==> config.mk <==
export PLATFORM = sky130hd
export DESIGN_NAME = dmc_mac
export DESIGN_NICKNAME = d
export VERILOG_FILES = /design/src/hdl/dmc_pkg.sv /design/src/hdl/dmc_mac.sv
export SDC_FILE = /design/constraint.sdc
export NUM_CORES = 2
export LEC_CHECK = 0
export ABC_AREA = 1
export BUFFER_PORTS_ARGS = -buffer_cell sky130_fd_sc_hd__buf_2
export CORE_MARGIN = 4
export CORE_UTILIZATION = 64
export DETAILED_ROUTE_END_ITERATION = 7
export PLACE_DENSITY = 0.82
export REMOVE_ABC_BUFFERS = 1
export SETUP_SLACK_MARGIN = 0.3
export SLEW_MARGIN = 20
export SYNTH_ARGS = -nofsm -noshare
export SYNTH_HDL_FRONTEND = slang
export SYNTH_SLANG_ARGS = --single-unit
==> constraint.sdc <==
create_clock -name clk -period 17 [get_ports clk]
set_input_delay 1.7 -clock clk [delete_from_list [all_inputs] [get_ports clk]]
set_output_delay 1.7 -clock clk [all_outputs]
set_load 0.005 [all_outputs]
==> src/hdl/dmc_pkg.sv <==
package dmc_pkg;

  localparam int HORIZON = 16;
  localparam int HISTORY = 32;

  localparam int DATA_W = 32;
  localparam int FRAC_W = 16;
  localparam int REQ_W  = 2;
  localparam int ROW_W  = 4;
  localparam int COL_W  = 5;
  localparam int CFG_AW = 2;

  localparam int GAIN_AW   = (HORIZON > 1) ? $clog2(HORIZON) : 1;
  localparam int HIST_AW   = (HISTORY > 1) ? $clog2(HISTORY) : 1;
  localparam int FILL_W    = $clog2(HISTORY + 1);
  localparam int MAT_DEPTH = HORIZON * HISTORY;
  localparam int MAT_AW    = (MAT_DEPTH > 1) ? $clog2(MAT_DEPTH) : 1;

  localparam int PROD_W = 2 * DATA_W;
  // floored products are 48 bits; headroom for a full row plus the measurement
  localparam int ACC_W  = PROD_W - FRAC_W + $clog2(HISTORY + HORIZON + 1);

  localparam int IN_FIELDS_W = ROW_W + COL_W + 3 * DATA_W;
  localparam int IN_DATA_W   = ((IN_FIELDS_W + 7) / 8) * 8;
  localparam int OUT_DATA_W  = 2 * DATA_W;

  // tdata field offsets on the input side
  localparam int ROW_LSB  = 0;
  localparam int COL_LSB  = ROW_LSB + ROW_W;
  localparam int COEF_LSB = COL_LSB + COL_W;
  localparam int MEAS_LSB = COEF_LSB + DATA_W;
  localparam int SETP_LSB = MEAS_LSB + DATA_W;

  localparam logic signed [DATA_W-1:0] STEP_MIN_RST  = -32'sd65536;
  localparam logic signed [DATA_W-1:0] STEP_MAX_RST  = 32'sd65536;
  localparam logic signed [DATA_W-1:0] DRIVE_MIN_RST = -32'sd655360;
  localparam logic signed [DATA_W-1:0] DRIVE_MAX_RST = 32'sd655360;

  typedef logic signed [DATA_W-1:0] q_t;
  typedef logic signed [ACC_W-1:0]  acc_t;

  typedef enum logic [REQ_W-1:0] {
    REQ_LOAD_MAT  = 2'd0,
    REQ_LOAD_GAIN = 2'd1,
    REQ_SAMPLE    = 2'd2
  } req_t;

  typedef enum logic [CFG_AW-1:0] {
    CFG_STEP_MIN  = 2'd0,
    CFG_STEP_MAX  = 2'd1,
    CFG_DRIVE_MIN = 2'd2,
    CFG_DRIVE_MAX = 2'd3
  } cfg_idx_t;

  typedef enum logic [3:0] {
    ST_IDLE,
    ST_ROW,
    ST_DRAIN,
    ST_ERR,
    ST_GMUL,
    ST_GACC,
    ST_CLAMP,
    ST_DRIVE,
    ST_DONE
  } state_t;

  typedef struct packed {
    logic mul_v;
    logic to_outer;
    logic inner_load;
    logic outer_clr;
  } mac_ctrl_t;

  function automatic q_t sat32(input acc_t v);
    logic [ACC_W-DATA_W:0] hi;
    q_t r;
    hi = v[ACC_W-1:DATA_W-1];
    if ((&hi) || !(|hi)) r = v[DATA_W-1:0];
    else if (v[ACC_W-1]) r = {1'b1, {(DATA_W-1){1'b0}}};
    else r = {1'b0, {(DATA_W-1){1'b1}}};
    return r;
  endfunction

  // lower test first: with crossed limits, a value below lo gives lo and any other gives hi
  function automatic q_t clamp(input q_t v, input q_t lo, input q_t hi);
    q_t r;
    if (v < lo) r = lo;
    else if (v > hi) r = hi;
    else r = v;
    return r;
  endfunction

endpackage

==> src/hdl/dmc_mac.sv <==
module dmc_mac (
  input  logic               clk,
  input  logic               rst_n,
  input  dmc_pkg::mac_ctrl_t ctrl,
  input  dmc_pkg::q_t        mul_a,
  input  dmc_pkg::q_t        mul_b,
  input  dmc_pkg::q_t        init_val,
  output dmc_pkg::acc_t      inner_acc,
  output dmc_pkg::acc_t      outer_acc,
  output logic               busy
);

  logic signed [dmc_pkg::PROD_W-1:0] prod_r;
  logic                              prod_v_r;
  logic                              outer_tag_r;
  dmc_pkg::acc_t                     prod_sh;
  dmc_pkg::acc_t                     inner_r;
  dmc_pkg::acc_t                     outer_r;

  // arithmetic shift floors the Q32.32 product to Q16.16
  assign prod_sh = dmc_pkg::ACC_W'(prod_r >>> dmc_pkg::FRAC_W);

  always_ff @(posedge clk) begin
    if (!rst_n) begin
      prod_v_r    <= 1'b0;
      outer_tag_r <= 1'b0;
    end else begin
      prod_v_r    <= ctrl.mul_v;
      outer_tag_r <= ctrl.to_outer;
    end
  end

  always_ff @(posedge clk) begin
    prod_r <= dmc_pkg::PROD_W'(mul_a) * dmc_pkg::PROD_W'(mul_b);
  end

  always_ff @(posedge clk) begin
    if (ctrl.inner_load) begin
      inner_r <= dmc_pkg::ACC_W'(init_val);
    end else if (prod_v_r && !outer_tag_r) begin
      inner_r <= inner_r + prod_sh;
    end
    if (ctrl.outer_clr) begin
      outer_r <= '0;
    end else if (prod_v_r && outer_tag_r) begin
      outer_r <= outer_r + prod_sh;
    end
  end

  assign inner_acc = inner_r;
  assign outer_acc = outer_r;
  assign busy      = prod_v_r;

endmodule

==> results.yml <==
cts:
  insertion_delay_ns: 0.47
  cts_hold_buf: 0
  cts_resized: 0
  root_buffer: "clkbuf_16"
  clock_path_buffers: 2
  tritoncts: "yes"
  clk_pin_slew_ns: 0.07
  h-tree-depth: 4
  cts.sinks: 158
  cts_buffers: 17
  cts_setup_buffers: 0
setup_path:
  worstSetupEndpointType: "flop"
  reg2reg_depth: 12
  r2r-start: "prod_r[17]"
  reg2reg_slack_ns: 13.37
  path_class: "in -> reg"
  worstSetupStartpointType: "input port"
  cp_max_fo: 32
  required_ns: 17.37
  reg2reg_to: "inner_acc[46]"
  arrival_ns: 9.63
yosys:
  synth-seq-area-share: 0.07210
  synthArstFlopShare: 0
  ys.flop_type: "dfxtp_1"
  ys_warn_count: 0
  synthCells: 6969
  synthDistinctLibCells: 47
  postSynthAreaPerCell_um2: 7.370
  ys_ff_latch: 158
  mappedNetlistArea_um2: 51360
  synth_enable_flop_cells: 54
detailed_routing:
  vias_per_cell: 5.663
  drc: 0
  vias: 45680
  routed_wl_mm: 174.8
  drt-initial-drc-count: 3807
  wl_per_cell_um: 21.67
  ant_nets: 0
  dr.pass1.iters: 7
hold_path:
  hp-start: "outer_acc[53]"
  hold_class: "reg -> reg"
  min_path_cells: 2
  hold_end: "outer_acc[53]"
sta:
  fmax_mhz: 107.9
  min_period_ns: 9.265
  finalSetupViolations: 0
  worst_slew_pin_slew_ns: 1.027
  rsz0062_at_grt: "false"
  fin_skew_ns: 0.01458
  tns_ns: 0
  hold_viol: 0
  min_period_over_period: 0.5450
  slew_viol_final: 0
  relSlewSlack: 0.3082
floorplanning:
  dieArea_um2: 84850
  num_rows: 103
  core_um2: 79260
  die_w_um: 291.3
  die_y_um: 291.3
  start_util: 0.6481
  ios: 211
run_status:
  outcome: "complete, no violations"
layout:
  final_cell_mix: "inv_1 (1917), nand2_1 (1847), fa_1 (1083)"
  fill_cells: 6446
  drive_gt1_frac: 0.05005
  layout_commonest_cell: "inv_1"
  nets: 8472
  synthToLayoutAreaGrowth_pct: 4.455
job:
  max_cap_violations: 0
global_route:
  grtUsageTotal: 0.4175
  grt_max_degree: 84
  grt_pass1_wl_mm: 272.6
  grt.overflow.total: 0
  antenna_found_initial: 5
  grt_pass1_vias: 49410
place:
  dp_hpwl_mm: 147.2
  port_buffers: 210
  gp_congestion: 1.057
## registers in the layout (all words and copies together) (netlist names)
register and count:
outer_acc 54, inner_acc 54, outer_tag_r 1, prod_r 48, busy 1
## metrics by stage
| stage | hold slack, ns | std cells | area, um2 | worst slack, ns | util |
|---|---|---|---|---|---|
| final | 0.5286 | 8067 | 53650 | 7.735 | 0.6769 |
| after global routing | 0.5519 | 8063 | 53640 | 7.349 | 0.6768 |
| after CTS | 0.5196 | 8063 | 53640 | 7.785 | 0.6768 |
| after detailed placement | 0.5104 | 8032 | 53080 | 7.295 | 0.6697 |
| after global placement | 0.4901 | 8032 | 53080 | 7.524 | 0.6697 |
| after floorplan | 0.4908 | 6751 | 50540 | 8.642 | - |
## layout make-up
cell class	instances	area, um2	area share
Multi-Input combinational cell	4664	39610	0.7383
Inverter	1929	7241	0.1350
Sequential cell	158	3704	0.06903
Tap cell	1050	1314	0.02449
Timing Repair Buffer	231	1209	0.02253
Clock buffer	20	457.9	0.008535
Clock inverter	11	108.9	0.002029
Antenna cell	4	10.01	0.0001866
## kinds of logic (layout without fill, tap and decap cells)
group           count (synthesis)  in the layout  synth area share
fa+ha+maj                    1369           1369            0.4918
xor+xnor                       68             68           0.01160
other cells                     0              4                 0
flops                         158            158           0.07210
compound gates                533            533           0.05715
buf+inv                      2147           2191            0.1570
simple gates                 2694           2694            0.2104
## worst max-delay path, stage by stage
cell      delay (ns)
buf_2           0.66
nand2_1         0.27
inv_1           0.15
fa_1            0.40
inv_1           0.23
fa_1            0.50
inv_1           0.24
fa_1            0.50
inv_1           0.10
fa_1            0.55
inv_1           0.52
fa_1            0.56
fa_1            0.56
inv_1           0.05
fa_1            0.47
inv_1           0.05
fa_1            0.45
ha_1            0.38
a21o_1          0.25
a21boi_0        0.30
o21ai_0         0.22
nand2_1         0.10
nand2_1         0.05
a21oi_1         0.16
nand2_1         0.07
nand2_1         0.06
nand2_1         0.04
## how the worst max path moves through the flow
stage                         start    endpoint  slack, ns
after global routing       mul_b[5]  prod_r[62]       7.35
after CTS                  mul_b[8]  prod_r[61]       7.78
after global placement    mul_a[31]  prod_r[61]       7.52
final                      mul_b[5]  prod_r[61]       7.73
after detailed placement   mul_b[8]  prod_r[61]       7.30
after floorplan            mul_b[2]  prod_r[63]       8.64
## cell usage after synthesis (6+ instances only)
master / count / share of area
nand3_2: 12 / 0.0023
nand4_1: 44 / 0.0054
inv_2: 12 / 0.00088
nor3_1: 26 / 0.0025
inv_1: 1917 / 0.14
ha_1: 286 / 0.070
xor2_1: 46 / 0.0078
xnor2_1: 22 / 0.0038
o21ai_1: 30 / 0.0029
or2_2: 15 / 0.0018
a21o_1: 11 / 0.0016
nor2_2: 16 / 0.0019
nand2_2: 15 / 0.0018
fa_1: 1083 / 0.42
a21oi_1: 231 / 0.023
o21bai_1: 35 / 0.0051
nor4_1: 7 / 0.00085
nor2_1: 505 / 0.037
o21ai_0: 181 / 0.018
edfxtp_1: 54 / 0.032
nor3_2: 6 / 0.0012
clkbuf_1: 213 / 0.016
nand2_1: 1847 / 0.13
nand3_1: 178 / 0.017
dfxtp_1: 104 / 0.041
o21a_1: 7 / 0.0010
## metal layers
layer,track usage,up-vias,share of wire
li1,-,20200,-
met1,0.4862,21930,0.35
met2,0.7001,2708,0.48
met3,0.08667,844,0.096
met4,0.2760,6,0.080
met5,0.002269,-,0.00020
Power is left out: the tool's default activity adds up to more than one toggle a clock period on the data nets, which glitch-free logic cannot reach.
