**src/hdl/dmc_pkg.sv**
```systemverilog
package dmc_pkg;

  localparam int HORIZON = 16;
  localparam int HISTORY = 32;

  localparam int DATA_W = 32;
  localparam int FRAC_W = 16;
  localparam int REQ_W  = 2;
  localparam int ROW_W  = 4;
  localparam int COL_W  = 5;
  localparam int CFG_AW = 2;

  localparam int GAIN_AW   = (HORIZON > 1) ? $clog2(HORIZON) : 1;
  localparam int HIST_AW   = (HISTORY > 1) ? $clog2(HISTORY) : 1;
  localparam int FILL_W    = $clog2(HISTORY + 1);
  localparam int MAT_DEPTH = HORIZON * HISTORY;
  localparam int MAT_AW    = (MAT_DEPTH > 1) ? $clog2(MAT_DEPTH) : 1;

  localparam int PROD_W = 2 * DATA_W;
  // floored products are 48 bits; headroom for a full row plus the measurement
  localparam int ACC_W  = PROD_W - FRAC_W + $clog2(HISTORY + HORIZON + 1);

  localparam int IN_FIELDS_W = ROW_W + COL_W + 3 * DATA_W;
  localparam int IN_DATA_W   = ((IN_FIELDS_W + 7) / 8) * 8;
  localparam int OUT_DATA_W  = 2 * DATA_W;

  // tdata field offsets on the input side
  localparam int ROW_LSB  = 0;
  localparam int COL_LSB  = ROW_LSB + ROW_W;
  localparam int COEF_LSB = COL_LSB + COL_W;
  localparam int MEAS_LSB = COEF_LSB + DATA_W;
  localparam int SETP_LSB = MEAS_LSB + DATA_W;

  localparam logic signed [DATA_W-1:0] STEP_MIN_RST  = -32'sd65536;
  localparam logic signed [DATA_W-1:0] STEP_MAX_RST  = 32'sd65536;
  localparam logic signed [DATA_W-1:0] DRIVE_MIN_RST = -32'sd655360;
  localparam logic signed [DATA_W-1:0] DRIVE_MAX_RST = 32'sd655360;

  typedef logic signed [DATA_W-1:0] q_t;
  typedef logic signed [ACC_W-1:0]  acc_t;

  typedef enum logic [REQ_W-1:0] {
    REQ_LOAD_MAT  = 2'd0,
    REQ_LOAD_GAIN = 2'd1,
    REQ_SAMPLE    = 2'd2
  } req_t;

  typedef enum logic [CFG_AW-1:0] {
    CFG_STEP_MIN  = 2'd0,
    CFG_STEP_MAX  = 2'd1,
    CFG_DRIVE_MIN = 2'd2,
    CFG_DRIVE_MAX = 2'd3
  } cfg_idx_t;

  typedef enum logic [3:0] {
    ST_IDLE,
    ST_ROW,
    ST_DRAIN,
    ST_ERR,
    ST_GMUL,
    ST_GACC,
    ST_CLAMP,
    ST_DRIVE,
    ST_DONE
  } state_t;

  typedef struct packed {
    logic mul_v;
    logic to_outer;
    logic inner_load;
    logic outer_clr;
  } mac_ctrl_t;

  function automatic q_t sat32(input acc_t v);
    logic [ACC_W-DATA_W:0] hi;
    q_t r;
    hi = v[ACC_W-1:DATA_W-1];
    if ((&hi) || !(|hi)) r = v[DATA_W-1:0];
    else if (v[ACC_W-1]) r = {1'b1, {(DATA_W-1){1'b0}}};
    else r = {1'b0, {(DATA_W-1){1'b1}}};
    return r;
  endfunction

  // lower test first: with crossed limits, a value below lo gives lo and any other gives hi
  function automatic q_t clamp(input q_t v, input q_t lo, input q_t hi);
    q_t r;
    if (v < lo) r = lo;
    else if (v > hi) r = hi;
    else r = v;
    return r;
  endfunction

endpackage

```
**src/hdl/dmc_hist.sv**
```systemverilog
module dmc_hist (
  input  logic                        clk,
  input  logic                        rst_n,
  input  logic                        push,
  input  dmc_pkg::q_t                 push_data,
  input  logic [dmc_pkg::HIST_AW-1:0] rd_col,
  output dmc_pkg::q_t                 rd_q,
  output logic                        rd_ok
);

  // circular buffer: head_r holds the newest increment (column 0);
  // columns at or beyond the fill count read as zero via rd_ok
  dmc_pkg::q_t hist_mem [dmc_pkg::HISTORY];

  logic [dmc_pkg::HIST_AW-1:0] head_r, head_nxt;
  logic [dmc_pkg::FILL_W-1:0]  fill_r, fill_nxt;
  logic [dmc_pkg::HIST_AW-1:0] rd_addr;

  always_comb begin
    if (int'(head_r) >= int'(rd_col)) begin
      rd_addr = dmc_pkg::HIST_AW'(int'(head_r) - int'(rd_col));
    end else begin
      rd_addr = dmc_pkg::HIST_AW'(int'(head_r) + dmc_pkg::HISTORY - int'(rd_col));
    end
  end

  always_comb begin
    head_nxt = head_r;
    fill_nxt = fill_r;
    if (push) begin
      if (head_r == dmc_pkg::HIST_AW'(dmc_pkg::HISTORY - 1)) head_nxt = '0;
      else head_nxt = head_r + 1'b1;
      if (int'(fill_r) < dmc_pkg::HISTORY) fill_nxt = fill_r + 1'b1;
    end
  end

  always_ff @(posedge clk) begin
    if (!rst_n) begin
      head_r <= '0;
      fill_r <= '0;
    end else begin
      head_r <= head_nxt;
      fill_r <= fill_nxt;
    end
  end

  always_ff @(posedge clk) begin
    if (push) begin
      hist_mem[head_nxt] <= push_data;
    end
    rd_q  <= hist_mem[rd_addr];
    rd_ok <= dmc_pkg::FILL_W'(rd_col) < fill_r;
  end

endmodule

```
**config.mk**
```make
export PLATFORM = sky130hd
export DESIGN_NAME = dmc_hist
export DESIGN_NICKNAME = d
export VERILOG_FILES = /design/src/hdl/dmc_pkg.sv /design/src/hdl/dmc_hist.sv
export SDC_FILE = /design/constraint.sdc
export NUM_CORES = 1
export LEC_CHECK = 0
export BUFFER_PORTS_ARGS = -buffer_cell sky130_fd_sc_hd__buf_2
export CAP_MARGIN = 15
export CORE_ASPECT_RATIO = 0.8
export CORE_MARGIN = 3
export CORE_UTILIZATION = 55
export CTS_CLUSTER_SIZE = 14
export DETAILED_ROUTE_END_ITERATION = 12
export HOLD_SLACK_MARGIN = 0.08
export PLACE_DENSITY = 0.67
export RECOVER_POWER = 100
export SYNTH_ARGS = -nofsm -noshare
export SYNTH_HDL_FRONTEND = slang
export SYNTH_SLANG_ARGS = --single-unit
```
**constraint.sdc**
```tcl
create_clock -name clk -period 6.9 [get_ports clk]
set_clock_uncertainty 0.2 [all_clocks]
set_input_delay 0.69 -clock clk [delete_from_list [all_inputs] [get_ports clk]]
set_output_delay 0.69 -clock clk [all_outputs]
set_load 0.005 [all_outputs]
```
==> impl_metrics.yaml, run 1 <==
run_status:
  status: "finished, violations left"
  violations: "max-capacitance violations, max-slew violations"
clock_network:
  cts_hold_buffers: 0
  clockRootBuffer: "clkbuf_16"
  cts_tree: "done"
  numCtsBuffers: 100
  clockBufferDepth: 3
  post_cts_buffers: 0
  cts.clk_slew.worst_paths_ns: 0.06
  cts-resized-gates: 0
  clock_latency_ns: 0.66
  cts.sinks: 1068
  htreeDepth: 3
placed_design:
  place.gp.congestion: 0.751
  io_buffers: 72
  place_hpwl_um: 47000
synth:
  synthArstFlopShare_pct: 0
  yosysUniqueCellTypes: 39
  yosysSeqAreaShare_pct: 77.7
  syn_area_um2: 40700
  synth-edff-count: 1024
  synth_area_leaders: "edfxtp_1, mux4_2, dfxtp_1"
  syn-num-nets: 1781
  ys.flop_type: "edfxtp_1"
  synth_common_cells: "edfxtp_1, mux4_2, mux2_2, mux2i_1, dfxtp_1"
  syn_inst: 1729
  synth_warnings: 0
  yosysMostFrequentCell: "edfxtp_1"
  avgSynthCellArea_um2: 23.5
  synth_largest_area_cell: "edfxtp_1"
  netlist.area_leader.share_pct: 75.5
  synth_seq_cells: 1068
worst_setup_path:
  arrival_ns: 5.40
  end_kind: "register"
  cp.required_ns: 6.88
  worstReg2RegEnd: "hist_mem[7][14]"
  regToRegStartpoint: "head_r[1]"
  worst-setup-path-type: "reg2reg"
  startpoint_type: "register"
  reg2reg_depth: 10
  reg2reg_slack_ns: 1.47
  worst-path-max-fanout: 32
timing:
  worst_slew_pin_slew_ns: 3.56
  min_period_over_period_pct: 78.6
  setup_violations: 0
  slew_violations: 420
  rsz0062_at_grt: "false"
  slew_headroom_pct: -137
  setup_tns_ns: 0
  hold_slack_ns: 0.155
  final.min_clock_period_ns: 5.43
  fmax_ghz: 0.184
  finalHoldViolations: 0
detailed_routing:
  drt-total-wl_um: 93800
  dr.pass1.iters: 5
  post_drt_via_cell_ratio: 6.49
  wl_per_cell_um: 32.4
  drt_iter0_markers: 2505
  drtAntennaViolNets: 0
  drc: 0
  num_vias: 18800
layout:
  antennaDiodeCount: 0
  final_util_pct: 62.2
  fill_cells: 4879
  nNetsFinal: 1918
  area_delta_synth_final_pct: 11.1
  drive_above_1_share_pct: 27.3
global_routing:
  grt_start_max_net_pins: 101
  gr-usage-all-layers_pct: 24.8
  grt_pass1_wl_um: 135000
  antenna_found_initial: 3
  grt_pass1_vias: 19000
  gr-total-overflow: 0
min_path:
  min_from: "rst_n"
  min_to: "head_r[0]"
  hold_class: "in2reg"
  hold_depth: 2
die:
  dieArea_um2: 77300
  coreArea_um2: 72700
  initial_core_util_pct: 56.0
  ioPinCount: 73
  die_y_um: 249
  num_rows: 88
  dieWidth_um: 310
job:
  max_cap_violations: 23
power:
  power.density_nw_per_um2: 311
  leakage_uw: 0.0142
  peakVddDrop_v: 0.000205
## critical path, cell delays in order, from the launching register on
cell      delay (ns)
dfxtp_1         0.38
ha_1            0.23
and3_1          0.19
ha_1            0.24
nand2b_1        0.21
nor3b_1         0.22
a21oi_1         0.15
nor2_1          0.18
nand2b_1        0.25
nor2_4          0.14
clkbuf_1        2.51
## cells in the final DEF (no fill, tap or decap), types with 5 or more instances in the layout
| cell | n |
|---|---|
| edfxtp_1 | 1024 |
| dfxtp_1 | 44 |
| nand2b_1 | 5 |
| buf_2 | 11 |
| buf_4 | 38 |
| xnor2_1 | 6 |
| nand2_1 | 6 |
| clkbuf_1 | 87 |
| ha_1 | 10 |
| nor2_1 | 32 |
| inv_1 | 10 |
| clkinv_1 | 26 |
| mux2i_1 | 65 |
| bufinv_16 | 9 |
| mux4_2 | 256 |
| mux2_2 | 64 |
| o22ai_1 | 33 |
| a21oi_1 | 6 |
| nor2_4 | 9 |
| clkinv_2 | 14 |
| a221oi_2 | 8 |
| a221oi_1 | 23 |
| clkbuf_16 | 102 |
## cell type report
| type | count | area (um^2) | area share (%) |
|---|---|---|---|
| multi-input cells | 565 | 8500 | 18.8 |
| clock buffers | 127 | 2690 | 5.94 |
| flip-flops and latches | 1068 | 31600 | 69.9 |
| well taps | 945 | 1180 | 2.61 |
| inverters | 10 | 37.5 | 0.0830 |
| clock inverters | 55 | 509 | 1.13 |
| repair buffers | 121 | 681 | 1.51 |
## worst max path at each step
| stage | to | cells after the start | start | slack (ns) |
|---|---|---|---|---|
| 3_5_place_dp | rd_q[5] | 8 | rd_col[0] | 2.81 |
| 4_1_cts | hist_mem[2][11] | 6 | head_r[1] | 2.87 |
| 5_1_grt | hist_mem[2][15] | 9 | head_r[1] | 1.32 |
| 2_1_floorplan | hist_mem[24][0] | 5 | push | 3.25 |
| 3_3_place_gp | rd_q[15] | 7 | rd_col[0] | 2.85 |
| 6_report | hist_mem[7][14] | 10 | head_r[1] | 1.47 |
## logic make-up (layout without fill, tap and decap cells)
logic type / after synthesis / in the layout / synth area share (%)
compound gates: 81 / 81 / 1.91
xor+xnor: 9 / 9 / 0.194
fa+ha+maj: 12 / 12 / 0.387
buf+inv: 96 / 313 / 1.34
flops: 1068 / 1068 / 77.7
mux: 386 / 386 / 17.6
simple gates: 77 / 77 / 0.898
## power by group
group / switching [uW] / total [uW] / internal, uW
clock: 2310 / 5390 / 3080
sequential: 60.9 / 7280 / 7220
combinational: 765 / 1400 / 638
## flip-flops by register name, indices dropped and copies added, names as in the netlist
| signal | cells |
|---|---|
| fill_r | 6 |
| head_r | 5 |
| hist_mem | 1024 |
| rd_ok | 1 |
| rd_q | 32 |
## per-layer routing
metal	global-route usage, %	share of wire [%]
met5	0	0.027
met1	38.2	42
met3	5.28	9.5
met2	36.7	46
met4	6.34	2.4
## through the flow
step	power, uW	area [um^2]	setup slack [ns]	std cells
after global placement	8870	42500	2.85	2709
after floorplan	8390	40700	3.25	1729
after global routing	14500	45200	1.32	2891
after detailed placement	8890	42500	2.81	2709
after CTS	14200	45700	2.87	2891
final	14100	45200	1.47	2891
(Power assumes the default switching activity.)
==> run 2, diff against run 1 <==
==> constraint.sdc (replaced) <==
create_clock -name clk -period 5.1 [get_ports clk]
set_clock_uncertainty 0.2 [all_clocks]
set_input_delay 0.51 -clock clk [delete_from_list [all_inputs] [get_ports clk]]
set_output_delay 0.51 -clock clk [all_outputs]
set_load 0.005 [all_outputs]
==> run 2 against run 1 <==
The flow still finishes with violations (max-capacitance violations, max-slew violations). Largest cell class unchanged. Setup slack worse by 0.87 ns. Critical endpoint is now hist_mem[28][9]. Worst hold slack better by 0.0068 ns. Combinational power up 46%. Critical path depth down 2. Register-to-register slack worse by 0.82 ns. Clock-buffer cell count up 3. Via count down 2.6%. Cell area up 1.1%. Largest power group unchanged. Clock power up 39%. Die area unchanged. Wire length down 4.9%. Flip-flop and latch count unchanged.
==> impl_metrics.yaml, run 2 (synthesis gave the netlist of run 1 again) <==
detailed_routing:
  post_drt_via_cell_ratio: 6.29
  dr.pass1.iters: 5
  num_vias: 18300
  drc: 0
  drt-total-wl_um: 89200
  drtAntennaViolNets: 0
  drt_iter0_markers: 2020
  wl_per_cell_um: 30.7
die:
  dieWidth_um: 310
  initial_core_util_pct: 56.0
  dieArea_um2: 77300
  coreArea_um2: 72700
  die_y_um: 249
  num_rows: 88
  ioPinCount: 73
global_routing:
  grt_pass1_wl_um: 131000
  grt_start_max_net_pins: 74
  gr-usage-all-layers_pct: 23.7
  gr-total-overflow: 0
  antenna_found_initial: 2
  grt_pass1_vias: 18900
timing:
  worst_slew_pin_slew_ns: 1.87
  final.min_clock_period_ns: 4.50
  setup_tns_ns: 0
  min_period_over_period_pct: 88.2
  finalHoldViolations: 0
  rsz0062_at_grt: "false"
  hold_slack_ns: 0.162
  slew_violations: 749
  fmax_ghz: 0.222
  slew_headroom_pct: -25.2
  setup_violations: 0
layout:
  final_cell_mix: "edfxtp_1, mux4_2, clkbuf_16"
  final_area_um2: 45700
  drive_above_1_share_pct: 29.3
  nNetsFinal: 1929
  area_delta_synth_final_pct: 12.3
  final_common_cell: "edfxtp_1"
  top_regs: "hist_mem (1024), rd_q (32), fill_r (6)"
  final_util_pct: 62.9
  regMostFlops: "hist_mem"
  fill_cells: 4817
  largest_register_ff_count: 1024
  antennaDiodeCount: 0
clock_network:
  clock_latency_ns: 0.65
  clockRootBuffer: "clkbuf_16"
  numCtsBuffers: 100
  cts.sinks: 1068
  cts.clk_slew.worst_paths_ns: 0.06
  cts_tree: "done"
  clockBufferDepth: 3
  cts-resized-gates: 0
  htreeDepth: 3
placed_design:
  place.gp.congestion: 0.797
  io_buffers: 72
  place_hpwl_um: 52000
  placed_area_um2: 42700
power:
  leakage_uw: 0.0144
  power.density_nw_per_um2: 424
  peakVddDrop_v: 0.000320
  p_total_uw: 19400
min_path:
  hold_class: "in2reg"
worst_setup_path:
  crit_path_max_incr_delay_ns: 1.13
  crit_path_top_delay_cell: "nor2_2"
  worst-path-max-fanout: 16
  worst-setup-path-type: "in2reg"
  cp.required_ns: 5.18
  startpoint_type: "input port"
  crit_path_cell_trace: "dlygate4sd3_1, clkbuf_1, nor3b_1, a21oi_1, o22ai_1, nand2_1, nor2_2, clkbuf_1"
  arrival_ns: 4.58
  path_common_cell: "clkbuf_1"
  end_kind: "register"
job:
  max_cap_violations: 27
run_status:
  status: "finished, violations left"
  violations: "max-capacitance violations, max-slew violations"
==> run 2: cell types whose count changed in the layout (fill, tap and decap cells not counted), moves of 12 or more <==
cell      previous run  this run
clkinv_2            14        26
nor2_4               9        21
buf_12               4        19
clkinv_1            26        14
nor2_1              32        19
buf_4               38        18
==> run 2: report_power, final <==
part | switching, uW | internal [uW] | total, uW
Clock | 3140 | 4350 | 7490
Combinational | 1150 | 891 | 2040
Sequential | 76.1 | 9770 | 9840
==> run 2: final timing paths <==
| check | start | to | slack (ns) | cells past startpoint |
|---|---|---|---|---|
| worst max-delay path | push | hist_mem[28][9] | 0.60 | 8 |
| worst min-delay path | rd_col[3] | rd_ok | 0.16 | 5 |
| worst max register to register | head_r[0] | hist_mem[5][29] | 0.65 | 10 |
| worst min register to register | fill_r[5] | rd_ok | 0.29 | 1 |
==> run 2: layout make-up <==
| cell class | count | area (um^2) | share of cell area, % |
|---|---|---|---|
| Inverter | 10 | 37.5 | 0.0821 |
| Clock inverter | 57 | 564 | 1.23 |
| Sequential cell | 1068 | 31600 | 69.2 |
| Timing Repair Buffer | 132 | 927 | 2.03 |
| Clock buffer | 130 | 2780 | 6.07 |
| Multi-Input combinational cell | 565 | 8600 | 18.8 |
| Tap cell | 945 | 1180 | 2.59 |
==> run 2: timing repair <==
action | 4_1_cts | 5_1_grt
hold buffers | 4 | 0
buffers inserted | 0 | 0
hold endpoints to repair | 12 | 0
==> run 2: layer usage <==
metal	track usage (%)	vias up	routed length (um)
met5	0	-	9
met4	4.62	2	1490
met3	7.32	111	8570
met2	35.3	700	42100
met1	35.3	9807	36900
li1	-	7668	-
==> run 2: per-stage QoR <==
| step | setup WS [ns] | cells |
|---|---|---|
| global route | 0.403 | 2907 |
| finish | 0.604 | 2907 |
| CTS | 1.01 | 2907 |
| floorplan | 1.45 | 1729 |
| detailed placement | 1.03 | 2716 |
| global placement | 1.10 | 2716 |
==> run 2: critical path: cells and delay by family <==
family / cells / cell delay [ns]
AO/OA/AOI/OAI: 2 / 0.73
buffers and inverters: 3 / 1.64
AND/OR/NAND/NOR: 3 / 1.67
